## src/rtl/pbo_pkg.sv

```systemverilog
// ----------------------------------------------------------------------------
// pbo_pkg: shared types and constants of the pulse oscillator
// Formats, command codes, register indexes and sequencer states.
// ----------------------------------------------------------------------------
package pbo_pkg;

   localparam int unsigned CmdW   = 1;
   localparam int unsigned VoiceW = 4;
   localparam int unsigned FreqW  = 25;
   localparam int unsigned PwW    = 16;
   localparam int unsigned SampW  = 18;
   localparam int unsigned SrW    = 18;

   localparam logic [SrW-1:0] SrReset = 18'd48000;
   localparam logic [PwW-1:0] WMin    = 16'd1311;
   localparam logic [PwW-1:0] WMax    = 16'd64225;

   localparam logic [CmdW-1:0] CMD_SAMPLE = 1'b0;
   localparam logic [CmdW-1:0] CMD_RESET  = 1'b1;

   localparam logic [0:0] REG_SAMPLE_RATE = 1'b0;

   typedef enum logic [2:0] {
      ST_IDLE,
      ST_DIV_INC,
      ST_DIV_R,
      ST_DIV_F,
      ST_SUM,
      ST_DONE
   } state_type;

   // Request to the serial divider: quotient = floor(num / den),
   // num and den given already shifted into place.
   typedef struct packed {
      logic start;
   } div_ctl_type;

   typedef struct packed {
      logic busy;
      logic done;
   } div_sts_type;

endpackage

```

## src/rtl/pbo_if.sv

```systemverilog
// ----------------------------------------------------------------------------
// pbo_if: valid/ready channel carrying one word
// Generic handshake interface used for the request and response channels.
// ----------------------------------------------------------------------------
interface pbo_if #(
   parameter type payload_type = logic
);
   logic        valid;
   logic        ready;
   payload_type data;

   modport source (output valid, output data, input ready);
   modport sink   (input valid, input data, output ready);
endinterface

```

## src/rtl/polyblep_pulse_oscillator_core.sv

```systemverilog
// ----------------------------------------------------------------------------
// polyblep_pulse_oscillator_core: multi-voice band-limited pulse oscillator
// ----------------------------------------------------------------------------
// One request word names a voice, a frequency and a duty cycle and yields one
// response word holding the polyBLEP-corrected pulse sample. For a sample
// request a single bit-serial divider produces the phase increment and then
// the normalized position near the rising and the falling edge, one quotient
// bit a cycle into a PHASE_BITS+33-bit quotient; the residuals are then
// summed (ST_SUM) and the sum loaded into the output register (ST_DONE).
// A reset command or an out-of-range voice goes straight to ST_DONE and
// returns 0. One word is in flight at a time; the result sits in an output
// register, and the next request is accepted once the sample is loaded
// there; while the output stalls, the load and the next acceptance wait.
// Voice phases clear on reset; sample_rate (reset 48000) sits at address 0.
// ----------------------------------------------------------------------------
module polyblep_pulse_oscillator_core
   import pbo_pkg::*;
#(
   parameter int unsigned VOICES     = 16,
   parameter int unsigned PHASE_BITS = 24
) (
   input  logic        clock,
   input  logic        reset,
   pbo_if.sink         req,
   pbo_if.source       rsp,
   input  logic        csr_psel,
   input  logic        csr_penable,
   input  logic        csr_pwrite,
   input  logic [1:0]  csr_paddr,
   input  logic [31:0] csr_pwdata,
   output logic [31:0] csr_prdata,
   output logic        csr_pready
);
   localparam int unsigned PB    = PHASE_BITS;
   localparam int unsigned NumW  = PB + 33;    // covers freq<<PB and t<<16
   localparam int unsigned DenW  = 33;         // rate*256 and dt
   localparam int unsigned VIdxW = (VOICES > 1) ? $clog2(VOICES) : 1;

   // ---- configuration --------------------------------------------------
   logic [SrW-1:0] sr_ff;
   logic           csr_wr;
   assign csr_pready = 1'b1;
   assign csr_wr = csr_psel && csr_penable && csr_pwrite &&
                   (csr_paddr[1:0] == 2'b00);
   assign csr_prdata = (csr_paddr == 2'b00) ? {{(32-SrW){1'b0}}, sr_ff} : '0;
   always_ff @(posedge clock) begin
      if (reset) sr_ff <= SrReset;
      else if (csr_wr) sr_ff <= csr_pwdata[SrW-1:0];
   end

   // ---- request capture ------------------------------------------------
   logic [CmdW-1:0]   cmd;
   logic [VoiceW-1:0] voice;
   logic [FreqW-1:0]  freq;
   logic [PwW-1:0]    pw;
   assign {cmd, voice, freq, pw} = req.data;

   state_type   state;
   div_ctl_type div_ctl;
   div_sts_type div_sts;
   logic        acc, voice_ok, out_free;
   logic [SampW-1:0] out_ff;
   logic             ov_ff;

   assign req.ready = (state == ST_IDLE);
   assign acc       = req.valid && req.ready;
   assign voice_ok  = ({28'd0, voice} < 32'(VOICES));
   assign out_free  = !ov_ff || rsp.ready;

   // Voice phases, each read at one signal-chosen address: small flop array.
   logic [PB-1:0]    ph_ff [VOICES];
   logic [VIdxW-1:0] vi_ff;
   logic [PB-1:0]    ph_cur_ff, wp_ff;
   logic [PB-1:0]    dt_ff;
   logic [PwW-1:0]   pwc;
   logic [PB-1:0]    tf;

   always_comb begin
      pwc = pw;
      if (pw < WMin) pwc = WMin;
      if (pw > WMax) pwc = WMax;
   end

   // ---- divider operands -----------------------------------------------
   logic [NumW-1:0] d_num, d_quo;
   logic [DenW-1:0] d_den, den_rate;
   logic [PB-1:0]   ph_sel;
   logic [PB-1:0]   dt_raw;
   assign ph_sel   = ph_ff[voice[VIdxW-1:0]];
   assign den_rate = {7'd0, sr_ff, 8'd0};
   assign tf       = ph_cur_ff - wp_ff;

   // Near-edge distance: t itself when t < dt, else 2^PB - t.
   function automatic logic [PB:0] edge_dist(input logic [PB-1:0] t,
                                             input logic [PB-1:0] dt);
      logic [PB:0] r;
      if (t < dt) r = {1'b0, t};
      else r = {1'b1, {PB{1'b0}}} - {1'b0, t};
      return r;
   endfunction

   // The rising-edge division starts as the increment lands, so it takes
   // the fresh increment straight from the divider output.
   always_comb begin
      d_num = '0;
      d_den = {{(DenW-PB){1'b0}}, dt_ff};
      unique case (state)
         ST_IDLE: begin
            d_num = {{(NumW-FreqW-PB){1'b0}}, freq, {PB{1'b0}}};
            d_den = den_rate;
         end
         ST_DIV_INC: begin
            d_num = {{(NumW-PB-17){1'b0}}, edge_dist(ph_cur_ff, dt_raw), 16'd0};
            d_den = {{(DenW-PB){1'b0}}, dt_raw};
         end
         default:    d_num = {{(NumW-PB-17){1'b0}}, edge_dist(tf, dt_ff), 16'd0};
      endcase
   end

   pbo_div #(.NUM_W(NumW), .DEN_W(DenW)) u_div (
      .clock, .reset, .ctl(div_ctl), .num(d_num), .den(d_den),
      .sts(div_sts), .quo(d_quo)
   );

   pbo_ctrl u_ctrl (
      .clock, .reset, .go(acc),
      .is_sample(voice_ok && (cmd == CMD_SAMPLE)),
      .div_sts, .out_free, .state, .div_ctl
   );

   // Residual magnitude from a normalized Q0.16 position; a position of
   // zero gives a full 1.0, so the magnitude needs 17 bits.
   function automatic logic [16:0] blep_mag(input logic [NumW-1:0] q);
      logic [16:0] rem;
      logic [33:0] sq;
      rem = 17'h10000 - {1'b0, q[15:0]};
      sq  = rem * rem;
      return sq[32:16];
   endfunction

   // ---- datapath sequencing --------------------------------------------
   logic signed [19:0] acc_ff;
   logic        rise_near, rise_far, fall_near, fall_far;
   logic        rsgn_ff, fsgn_ff, ract_ff, fact_ff;
   logic [16:0] rmag_ff, fmag_ff;

   // Saturate quotient of increment at one half; zero rate saturates too.
   always_comb begin
      if (sr_ff == '0 || d_quo > NumW'({1'b1, {(PB-1){1'b0}}}))
         dt_raw = {1'b1, {(PB-1){1'b0}}};
      else
         dt_raw = d_quo[PB-1:0];
   end

   assign rise_near = ph_cur_ff < dt_ff;
   assign rise_far  = ({1'b1, {PB{1'b0}}} - {1'b0, ph_cur_ff}) < {1'b0, dt_ff};
   assign fall_near = tf < dt_ff;
   assign fall_far  = ({1'b1, {PB{1'b0}}} - {1'b0, tf}) < {1'b0, dt_ff};

   always_ff @(posedge clock) begin
      if (reset) begin
         for (int i = 0; i < VOICES; i++) ph_ff[i] <= '0;
         ov_ff <= 1'b0;
      end else begin
         ov_ff <= (ov_ff && !rsp.ready) || (state == ST_DONE && out_free);
         if (acc && voice_ok && cmd == CMD_RESET) ph_ff[voice[VIdxW-1:0]] <= '0;
         if (state == ST_SUM) ph_ff[vi_ff] <= ph_cur_ff + dt_ff;
      end
      if (acc) begin
         vi_ff     <= voice[VIdxW-1:0];
         ph_cur_ff <= ph_sel;
         wp_ff     <= {pwc, {(PB-16){1'b0}}};
         acc_ff    <= '0;
      end
      if (state == ST_DIV_INC && div_sts.done) dt_ff <= dt_raw;
      if (state == ST_DIV_R && div_sts.done) begin
         ract_ff <= (dt_ff != '0) && (rise_near || rise_far);
         rsgn_ff <= rise_near;
         rmag_ff <= blep_mag(d_quo);
      end
      if (state == ST_DIV_F && div_sts.done) begin
         fact_ff <= (dt_ff != '0) && (fall_near || fall_far);
         fsgn_ff <= fall_near;
         fmag_ff <= blep_mag(d_quo);
      end
      if (state == ST_SUM) begin
         // naive +/-1, plus rising residual, minus falling residual
         acc_ff <= ((ph_cur_ff < wp_ff) ? 20'sd65536 : -20'sd65536)
            + (ract_ff ? (rsgn_ff ? -$signed({3'd0, rmag_ff})
                                  :  $signed({3'd0, rmag_ff})) : 20'sd0)
            - (fact_ff ? (fsgn_ff ? -$signed({3'd0, fmag_ff})
                                  :  $signed({3'd0, fmag_ff})) : 20'sd0);
      end
      if (state == ST_DONE && out_free) begin
         if (acc_ff > 20'sd131071) out_ff <= 18'h1FFFF;
         else if (acc_ff < -20'sd131072) out_ff <= 18'h20000;
         else out_ff <= acc_ff[SampW-1:0];
      end
   end

   assign rsp.valid = ov_ff;
   assign rsp.data  = out_ff;
endmodule

```

## src/rtl/pbo_div.sv

```systemverilog
// ----------------------------------------------------------------------------
// pbo_div: bit-serial restoring divider
// One quotient bit per cycle, MSB first, into an NUM_W-bit quotient.
// ----------------------------------------------------------------------------
module pbo_div
   import pbo_pkg::*;
#(
   parameter int unsigned NUM_W = 57,
   parameter int unsigned DEN_W = 33
) (
   input  logic              clock,
   input  logic              reset,
   input  div_ctl_type       ctl,
   input  logic [NUM_W-1:0]  num,
   input  logic [DEN_W-1:0]  den,
   output div_sts_type       sts,
   output logic [NUM_W-1:0]  quo
);
   localparam int unsigned CntW = $clog2(NUM_W + 1);

   logic [NUM_W-1:0] num_ff, num_in;
   logic [DEN_W:0]   rem_ff, rem_in;
   logic [DEN_W-1:0] den_ff, den_in;
   logic [CntW-1:0]  cnt_ff, cnt_in;
   logic             busy_ff, busy_in, done_ff, done_in;
   logic [DEN_W:0]   trial, diff;

   always_comb begin
      num_in  = num_ff;
      rem_in  = rem_ff;
      den_in  = den_ff;
      cnt_in  = cnt_ff;
      busy_in = busy_ff;
      done_in = 1'b0;
      trial   = {rem_ff[DEN_W-1:0], num_ff[NUM_W-1]};
      diff    = trial - {1'b0, den_ff};
      if (ctl.start) begin
         num_in  = num;
         den_in  = den;
         rem_in  = '0;
         cnt_in  = CntW'(NUM_W);
         busy_in = 1'b1;
      end else if (busy_ff) begin
         if (!diff[DEN_W]) begin
            rem_in = diff;
         end else begin
            rem_in = trial;
         end
         num_in = {num_ff[NUM_W-2:0], ~diff[DEN_W]};
         cnt_in = cnt_ff - 1'b1;
         if (cnt_ff == CntW'(1)) begin
            busy_in = 1'b0;
            done_in = 1'b1;
         end
      end
   end

   always_ff @(posedge clock) begin
      if (reset) begin
         busy_ff <= 1'b0;
         done_ff <= 1'b0;
         cnt_ff  <= '0;
      end else begin
         busy_ff <= busy_in;
         done_ff <= done_in;
         cnt_ff  <= cnt_in;
      end
      num_ff <= num_in;
      rem_ff <= rem_in;
      den_ff <= den_in;
   end

   assign sts.busy = busy_ff;
   assign sts.done = done_ff;
   assign quo      = num_ff;
endmodule

```

## src/rtl/pbo_ctrl.sv

```systemverilog
// ----------------------------------------------------------------------------
// pbo_ctrl: sequencer for one request word
// Samples: increment, rising- and falling-edge position divisions, residual sum; else ST_DONE.
// ----------------------------------------------------------------------------
module pbo_ctrl
   import pbo_pkg::*;
(
   input  logic        clock,
   input  logic        reset,
   input  logic        go,
   input  logic        is_sample,
   input  div_sts_type div_sts,
   input  logic        out_free,
   output state_type   state,
   output div_ctl_type div_ctl
);
   state_type st_ff, st_in;

   always_comb begin
      st_in = st_ff;
      unique case (st_ff)
         ST_IDLE:    if (go) st_in = is_sample ? ST_DIV_INC : ST_DONE;
         ST_DIV_INC: if (div_sts.done) st_in = ST_DIV_R;
         ST_DIV_R:   if (div_sts.done) st_in = ST_DIV_F;
         ST_DIV_F:   if (div_sts.done) st_in = ST_SUM;
         ST_SUM:     st_in = ST_DONE;
         ST_DONE:    if (out_free) st_in = ST_IDLE;
         default:    st_in = ST_IDLE;
      endcase
   end

   // Divider start pulses on entry to each division state.
   always_comb begin
      div_ctl.start = 1'b0;
      unique case (st_ff)
         ST_IDLE:    div_ctl.start = go && is_sample;
         ST_DIV_INC: div_ctl.start = div_sts.done;
         ST_DIV_R:   div_ctl.start = div_sts.done;
         default:    div_ctl.start = 1'b0;
      endcase
   end

   always_ff @(posedge clock) begin
      if (reset) st_ff <= ST_IDLE;
      else st_ff <= st_in;
   end

   assign state = st_ff;
endmodule

```

## src/flat_wrapper.sv

```systemverilog
// flat-port wrapper written by rule: the top's interface ports become plain ports
module polyblep_pulse_oscillator_core_flat import pbo_pkg::*;
#(
   parameter int unsigned VOICES     = 16,
   parameter int unsigned PHASE_BITS = 24
)
  (clock, reset, csr_psel, csr_penable, csr_pwrite, csr_paddr, csr_pwdata, csr_prdata, csr_pready, req_valid, req_data, req_ready, rsp_valid, rsp_data, rsp_ready);
  pbo_if req_i ();
  pbo_if rsp_i ();
  input  logic clock;
  input  logic reset;
  input  logic csr_psel;
  input  logic csr_penable;
  input  logic csr_pwrite;
  input  logic [1:0] csr_paddr;
  input  logic [31:0] csr_pwdata;
  output logic [31:0] csr_prdata;
  output logic csr_pready;
  input wire logic [$bits(req_i.valid)-1:0] req_valid;
  input wire logic [$bits(req_i.data)-1:0] req_data;
  output wire logic [$bits(req_i.ready)-1:0] req_ready;
  output wire logic [$bits(rsp_i.valid)-1:0] rsp_valid;
  output wire logic [$bits(rsp_i.data)-1:0] rsp_data;
  input wire logic [$bits(rsp_i.ready)-1:0] rsp_ready;
  assign req_i.valid = req_valid;
  assign req_i.data = req_data;
  assign req_ready = req_i.ready;
  assign rsp_valid = rsp_i.valid;
  assign rsp_data = rsp_i.data;
  assign rsp_i.ready = rsp_ready;
  polyblep_pulse_oscillator_core #(.VOICES(VOICES), .PHASE_BITS(PHASE_BITS)) u_core (.clock(clock), .reset(reset), .req(req_i), .rsp(rsp_i), .csr_psel(csr_psel), .csr_penable(csr_penable), .csr_pwrite(csr_pwrite), .csr_paddr(csr_paddr), .csr_pwdata(csr_pwdata), .csr_prdata(csr_prdata), .csr_pready(csr_pready));
endmodule
```

## config.mk

```make
export PLATFORM = sky130hd
export DESIGN_NAME = polyblep_pulse_oscillator_core_flat
export DESIGN_NICKNAME = d
export VERILOG_FILES = /design/src/rtl/pbo_pkg.sv /design/src/rtl/pbo_if.sv /design/src/rtl/polyblep_pulse_oscillator_core.sv /design/src/rtl/pbo_div.sv /design/src/rtl/pbo_ctrl.sv /design/src/flat_wrapper.sv
export SDC_FILE = /design/constraint.sdc
export NUM_CORES = 1
export LEC_CHECK = 0
export ABC_AREA = 1
export BUFFER_PORTS_ARGS = -buffer_cell sky130_fd_sc_hd__buf_2
export CAP_MARGIN = 20
export CORE_ASPECT_RATIO = 0.8
export CORE_MARGIN = 10
export CORE_UTILIZATION = 50
export CTS_BUF_LIST = sky130_fd_sc_hd__clkbuf_8
export CTS_CLUSTER_SIZE = 30
export DETAILED_ROUTE_END_ITERATION = 6
export PLACE_DENSITY = 0.76
export SYNTH_ARGS = -nofsm -noshare
export SYNTH_HDL_FRONTEND = slang
export SYNTH_SLANG_ARGS = --single-unit
```

## constraint.sdc

```tcl
create_clock -name clock -period 8.58 [get_ports clock]
set_input_delay 0.429 -clock clock [delete_from_list [all_inputs] [get_ports clock]]
set_output_delay 0.429 -clock clock [all_outputs]
set_load 0.05 [all_outputs]
```

==> results of run 1 <==
[synthesized netlist by cell type (all sizes together), types with 13 or more instances]
cell	count
xnor2	19
dfxtp	63
o21bai	13
fa	196
edfxtp	198
nand2	563
nor3	61
nor2	437
o211ai	31
o21ai	194
a21oi	259
nand3	155
inv	704
nor4	16
xor2	68
ha	298
nand4	45
o221ai	20
buf	42
clkbuf	43
[layout by cell type, fill, tap and decap left out, types with 9 or more instances in the layout]
cell	n
xor2_1	63
conb_1	27
a21oi_1	258
ha_1	298
xnor2_1	19
dfxtp_1	63
nand2_1	553
nand4_1	44
nor4_1	16
buf_2	47
edfxtp_1	198
o21bai_1	13
nand3_1	152
o21a_1	11
o21ai_1	11
buf_4	31
o211ai_1	31
inv_2	10
or2_2	10
nor2_2	12
o221ai_1	20
nand2_2	10
o21ai_0	182
nor3_1	53
nor2_1	424
inv_1	699
clkinv_2	13
fa_1	196
a211oi_1	9
a31oi_1	9
clkinv_1	16
clkbuf_8	49
[path summary, 6_finish.rpt]
check                           start                   end  slack [ps]
setup / recovery  u_core.u_div.quo[0]    u_core.rmag_ff[10]         570
setup reg to reg  u_core.u_div.quo[0]    u_core.rmag_ff[10]         570
hold reg to reg   u_core.ph_ff[0][15]  u_core.ph_cur_ff[15]         420
hold / removal         csr_pwdata[11]      u_core.sr_ff[11]          30
[timing repair]
item / 4_1_cts / 5_1_grt
hold buffers: 5 / 0
setup endpoints to repair: 0 / 8
resized for setup: 0 / 1
hold endpoints to repair: 5 / 0
[cells by family (layout without fill, tap and decap cells)]
family / Yosys count / count (layout) / synth area share, %
xor gates and xnor gates: 87 / 87 / 2.94
other: 2 / 28 / 0.0272
adders and majority gates: 494 / 494 / 27.7
and+or+nand+nor: 1301 / 1301 / 20.0
buffers and inverters: 798 / 880 / 11.2
DFF: 261 / 261 / 26.1
AOI/OAI and AO/OA: 589 / 589 / 12.1
[sequential cells by signal, indices dropped and copies added (netlist names), 3 cells and up]
name                 cells
u_core.acc_ff            4
u_core.sr_ff            18
u_core.u_div.den_ff     26
u_core.fmag_ff          17
u_core.ph_cur_ff        24
u_core.u_div.rem_ff     33
u_core.ph_ff            24
u_core.u_ctrl.state      3
u_core.u_div.quo        57
u_core.u_div.cnt_ff      6
u_core.dt_ff            24
u_core.rmag_ff          17
[metal layers]
metal | track usage (%) | share of wire (%)
met1 | 33.7 | 45
met2 | 31.5 | 40
met3 | 6.75 | 13
met4 | 5.88 | 2.3
met5 | 0 | 0
[per-stage QoR]
stage               utilization (%)  worst slack [ps]
floorplan                         -              1260
global placement               52.9               822
detailed placement             52.9               726
CTS                            54.7               706
global route                   54.7              34.3
finish                         54.7               573
[worst register-to-register path, delay by kind of cell (launching register included)]
| kind | cells | cell delay, ps |
|---|---|---|
| AOI/OAI and AO/OA | 5 | 1440 |
| xor gates and xnor gates | 2 | 540 |
| adders and majority gates | 8 | 3390 |
| buffers and inverters | 9 | 920 |
| DFF | 1 | 510 |
| and+or+nand+nor | 7 | 950 |
[layout make-up]
cell class	count	area, sq um	area share [%]
Antenna cell	1	2.50	0.00844
Clock inverter	34	259	0.873
Multi-Input combinational cell	2498	17400	58.8
Inverter	713	2680	9.03
Clock buffer	49	674	2.27
Tap cell	702	878	2.96
Timing Repair Buffer	84	533	1.80
Sequential cell	261	7210	24.3
==> results.ini, run 1 <==
[status]
status=complete, but fails checks
violations=design-rule violations

[worst_setup_path]
start_kind=flip-flop
arrival_ps=8360
cp.required_ps=8930
crit_buf_inv=9
critPathMaxStageDelay_ps=550
cpMostUsedCell=inv_1
path_depth=31
critPathTopFamily=adder cells
slowest_stage=fa_1
crit_type=reg2reg
endpoint_kind=flip-flop
critPathMaxFanout=9
ff2ff_path_depth=31

[logic_synthesis]
yosys.area.top_type_share_pct=21.5
netlist_area_sq_um=27600
syn-instance-count=3532
synth_cell_types=64
syn_area_per_cell_sq_um=7.81
ys_ff_latch=261
synth_top_cell_by_area=edfxtp_1
synth_edf_count=198
ys_top_cells_by_area=edfxtp_1 22%, fa_1 14%, ha_1 14%
ys_seq_area_share_pct=26.1
async_flop_share_pct=0
yosysWarnings=0
yosys_most_used_dff=edfxtp_1

[cells_and_area]
synthToLayoutAreaGrowth_pct=7.45
stdcell_area_sq_um=29700
instances_no_fill=4342
fin_nets=4139
layout-drive-gt1-share_pct=5.96
fillers=5027

[floorplanning]
fp.dieW_um=283
io_pins=78
start_util_pct=50.9
rows=76
coreArea_sq_um=54200
die_h_um=230
die_area_sq_um=65100

[timing]
min_period_ps=8010
finalHoldViolCount=0
fmax_mhz=125
finClkSkew_ps=37.1
tns_ps=0
worstMarginPinSlew_ps=1100
maxSlewHeadroom_pct=26.9
slew_viol_final=0
period_share_pct=93.3
hold_ws_ps=29.3
grt_setup_unrepaired=false
setup_viol=0

[detailed_routing]
drt-initial-drc-count=2620
vias=23706
wl_um=74500
wl_per_cell_um=17.2
drc=7
drt-vias-per-instance=5.46
ant_nets=0
drt-pass1-iter-count=7

[global_routing]
grt_max_degree=97
grt-ovfl-total=0
grt.total_usage_pct=22.7
grt_pass1_wl_um=119000
antenna_found_initial=1
grt_pass1_vias=22334

[clocking]
cts.sinks=261
cts_made_buffers=45
insertion_delay_ps=650
ctsHtreeMaxLevel=2
path_clk_slew_ps=60
root_buffer=clkbuf_8
cts_setup_buffers=0
cts_tree=done
cts_buffer_depth=3

[placed_design]
place_inst=4252
dp_hpwl_um=59000
port_buffers=47
place_area_sq_um=28700
place_congestion=0.953

[flow_run]
maxCapViolations=0

[min_path]
min_path_cells=3
hp-class=in2reg

Power of run 1 is not shown: default switching activity piles up to over one toggle a cycle in this logic, so the estimate is an artifact.
==> run 2, diff against run 1 <==
--- a/config.mk
+++ b/config.mk
@@ -10,11 +10,11 @@
 export CAP_MARGIN = 20
 export CORE_ASPECT_RATIO = 0.8
 export CORE_MARGIN = 10
-export CORE_UTILIZATION = 50
+export CORE_UTILIZATION = 55
 export CTS_BUF_LIST = sky130_fd_sc_hd__clkbuf_8
 export CTS_CLUSTER_SIZE = 30
 export DETAILED_ROUTE_END_ITERATION = 6
-export PLACE_DENSITY = 0.76
+export PLACE_DENSITY = 0.82
 export SYNTH_ARGS = -nofsm -noshare
 export SYNTH_HDL_FRONTEND = slang
 export SYNTH_SLANG_ARGS = --single-unit
==> constraint.sdc (replaced) <==
create_clock -name clock -period 9.5 [get_ports clock]
set_input_delay 0.475 -clock clock [delete_from_list [all_inputs] [get_ports clock]]
set_output_delay 0.475 -clock clock [all_outputs]
set_load 0.05 [all_outputs]
==> run 2 against run 1 <==
Net effect: the flow now finishes without violations; global-route usage rose by 1.6 points; worst hold slack better by 65 ps; flip-flop and latch count stayed put; non-clock buffer count fell by 12; clock skew down 9.1 ps; final cell count is 0.97% lower; count of clock-buffer cells in the layout shrank 4; final area shrank 0.67%; fmax shrank 5.4%; wire length decreased by 1.1%; first-iteration DRC count shrank 0.61%; worst setup slack better by 460 ps; critical path type unchanged; critical endpoint is now u_core.rmag_ff[11].
==> results.ini, run 2 (synthesis results as in run 1) <==
[clocking]
insertion_delay_ps=600
cts_resized=0
cts_setup_buffers=0
cts_buffer_depth=3
root_buffer=clkbuf_8
cts_tree=done
cts_made_buffers=44
cts_hold_buf=0
path_clk_slew_ps=60
ctsHtreeMaxLevel=2
cts.sinks=261

[timing]
period_share_pct=89.1
tns_ps=0
grt_setup_unrepaired=false
fmax_mhz=118
maxSlewHeadroom_pct=35.1
min_period_ps=8470
setup_viol=0
worstMarginPinSlew_ps=973
finClkSkew_ps=28.0
slew_viol_final=0
finalHoldViolCount=0

[floorplanning]
rows=73
fp.dieW_um=270
die_area_sq_um=59600
start_util_pct=55.5
io_pins=78
coreArea_sq_um=49700
die_h_um=220

[worst_setup_path]
critPathMaxStageDelay_ps=550
timing.rr.start=u_core.u_div.quo[0]
rr_endpoint=u_core.rmag_ff[11]
crit_type=reg2reg
critPathCapture=u_core.rmag_ff[11]
slowest_stage=fa_1
ff2ff_path_depth=30
startpoint=u_core.u_div.quo[0]
arrival_ps=8770
cpMostUsedCell=fa_1
critPathMaxFanout=19
r2r_setup_slack_ps=1030
cp.required_ps=9810
endpoint_kind=flip-flop
start_kind=flip-flop

[global_routing]
grt-ovfl-total=0
grt.total_usage_pct=24.3
grt_pass1_vias=22659
grt_max_degree=89
antenna_found_initial=0
grt_pass1_wl_um=118000

[placed_design]
port_buffers=47
dp_hpwl_um=57700
place_congestion=1.00

[cells_and_area]
mostFrequentLayoutCell=inv_1
synthToLayoutAreaGrowth_pct=6.73
layout-drive-gt1-share_pct=5.43
layout_common_cells=704 x inv_1, 554 x nand2_1, 424 x nor2_1, 298 x ha_1, 258 x a21oi_1
fin_nets=4126
largest_reg_flops=57
antenna_cells=0

[detailed_routing]
drc=0
drt-vias-per-instance=5.56
wl_per_cell_um=17.1
drt-initial-drc-count=2604
ant_nets=0
vias=23893
drt-pass1-iter-count=7
wl_um=73700

[status]
status=completed

[flow_run]
maxCapViolations=0

[min_path]
hp-class=in2reg

-- run 2: worst min path at each step --
stage | start | to | slack, ps | depth (start not counted)
after floorplan | u_core.ph_ff[0][0] | u_core.ph_cur_ff[0] | 400 | 0
after global placement | u_core.ph_ff[0][23] | u_core.ph_cur_ff[23] | 400 | 0
after CTS | csr_pwdata[7] | u_core.sr_ff[7] | 70 | 3
after detailed placement | u_core.ph_ff[0][12] | u_core.ph_cur_ff[12] | 400 | 0
after global routing | csr_pwdata[7] | u_core.sr_ff[7] | 100 | 3
final | csr_pwdata[7] | u_core.sr_ff[7] | 90 | 3
-- run 2: worst max-delay path, delay by kind of cell, from the launching register on --
| kind | cells | cell delay, ps |
|---|---|---|
| xor+xnor | 1 | 170 |
| flops | 1 | 480 |
| simple gates | 11 | 1900 |
| compound gates | 6 | 1200 |
| fa+ha+maj | 7 | 3450 |
| buf+inv | 5 | 990 |
-- run 2: layout make-up --
type | instances | area (sq um)
fillers | 4385 | 20200
multi-input cells | 2498 | 17400
flip-flops and latches | 261 | 7210
inverters | 713 | 2680
well taps | 675 | 845
clock buffers | 45 | 619
repair buffers | 72 | 430
clock inverters | 36 | 258
-- run 2: metal layers --
metal  GRT usage [%]  wire (um)  vias to the layer above
li1                -          -                    11543
met1            35.4      32500                    11054
met2            36.0      30500                     1203
met3            6.49       9550                       93
met4            4.70       1110                        0
met5               0          0                        -
-- run 2: per-stage QoR --
step	utilization (%)	std cells	worst slack, ps	cell area (sq um)	hold WS (ps)
after CTS	59.3	4299	1220	29400	68.1
after global placement	57.5	4218	1410	28600	401
after global routing	59.3	4300	634	29500	96.1
final	59.3	4300	1030	29500	94.3
after detailed placement	57.5	4218	1290	28600	405
after floorplan	-	3557	2180	27700	400
Power of run 2 is left out for the same reason.
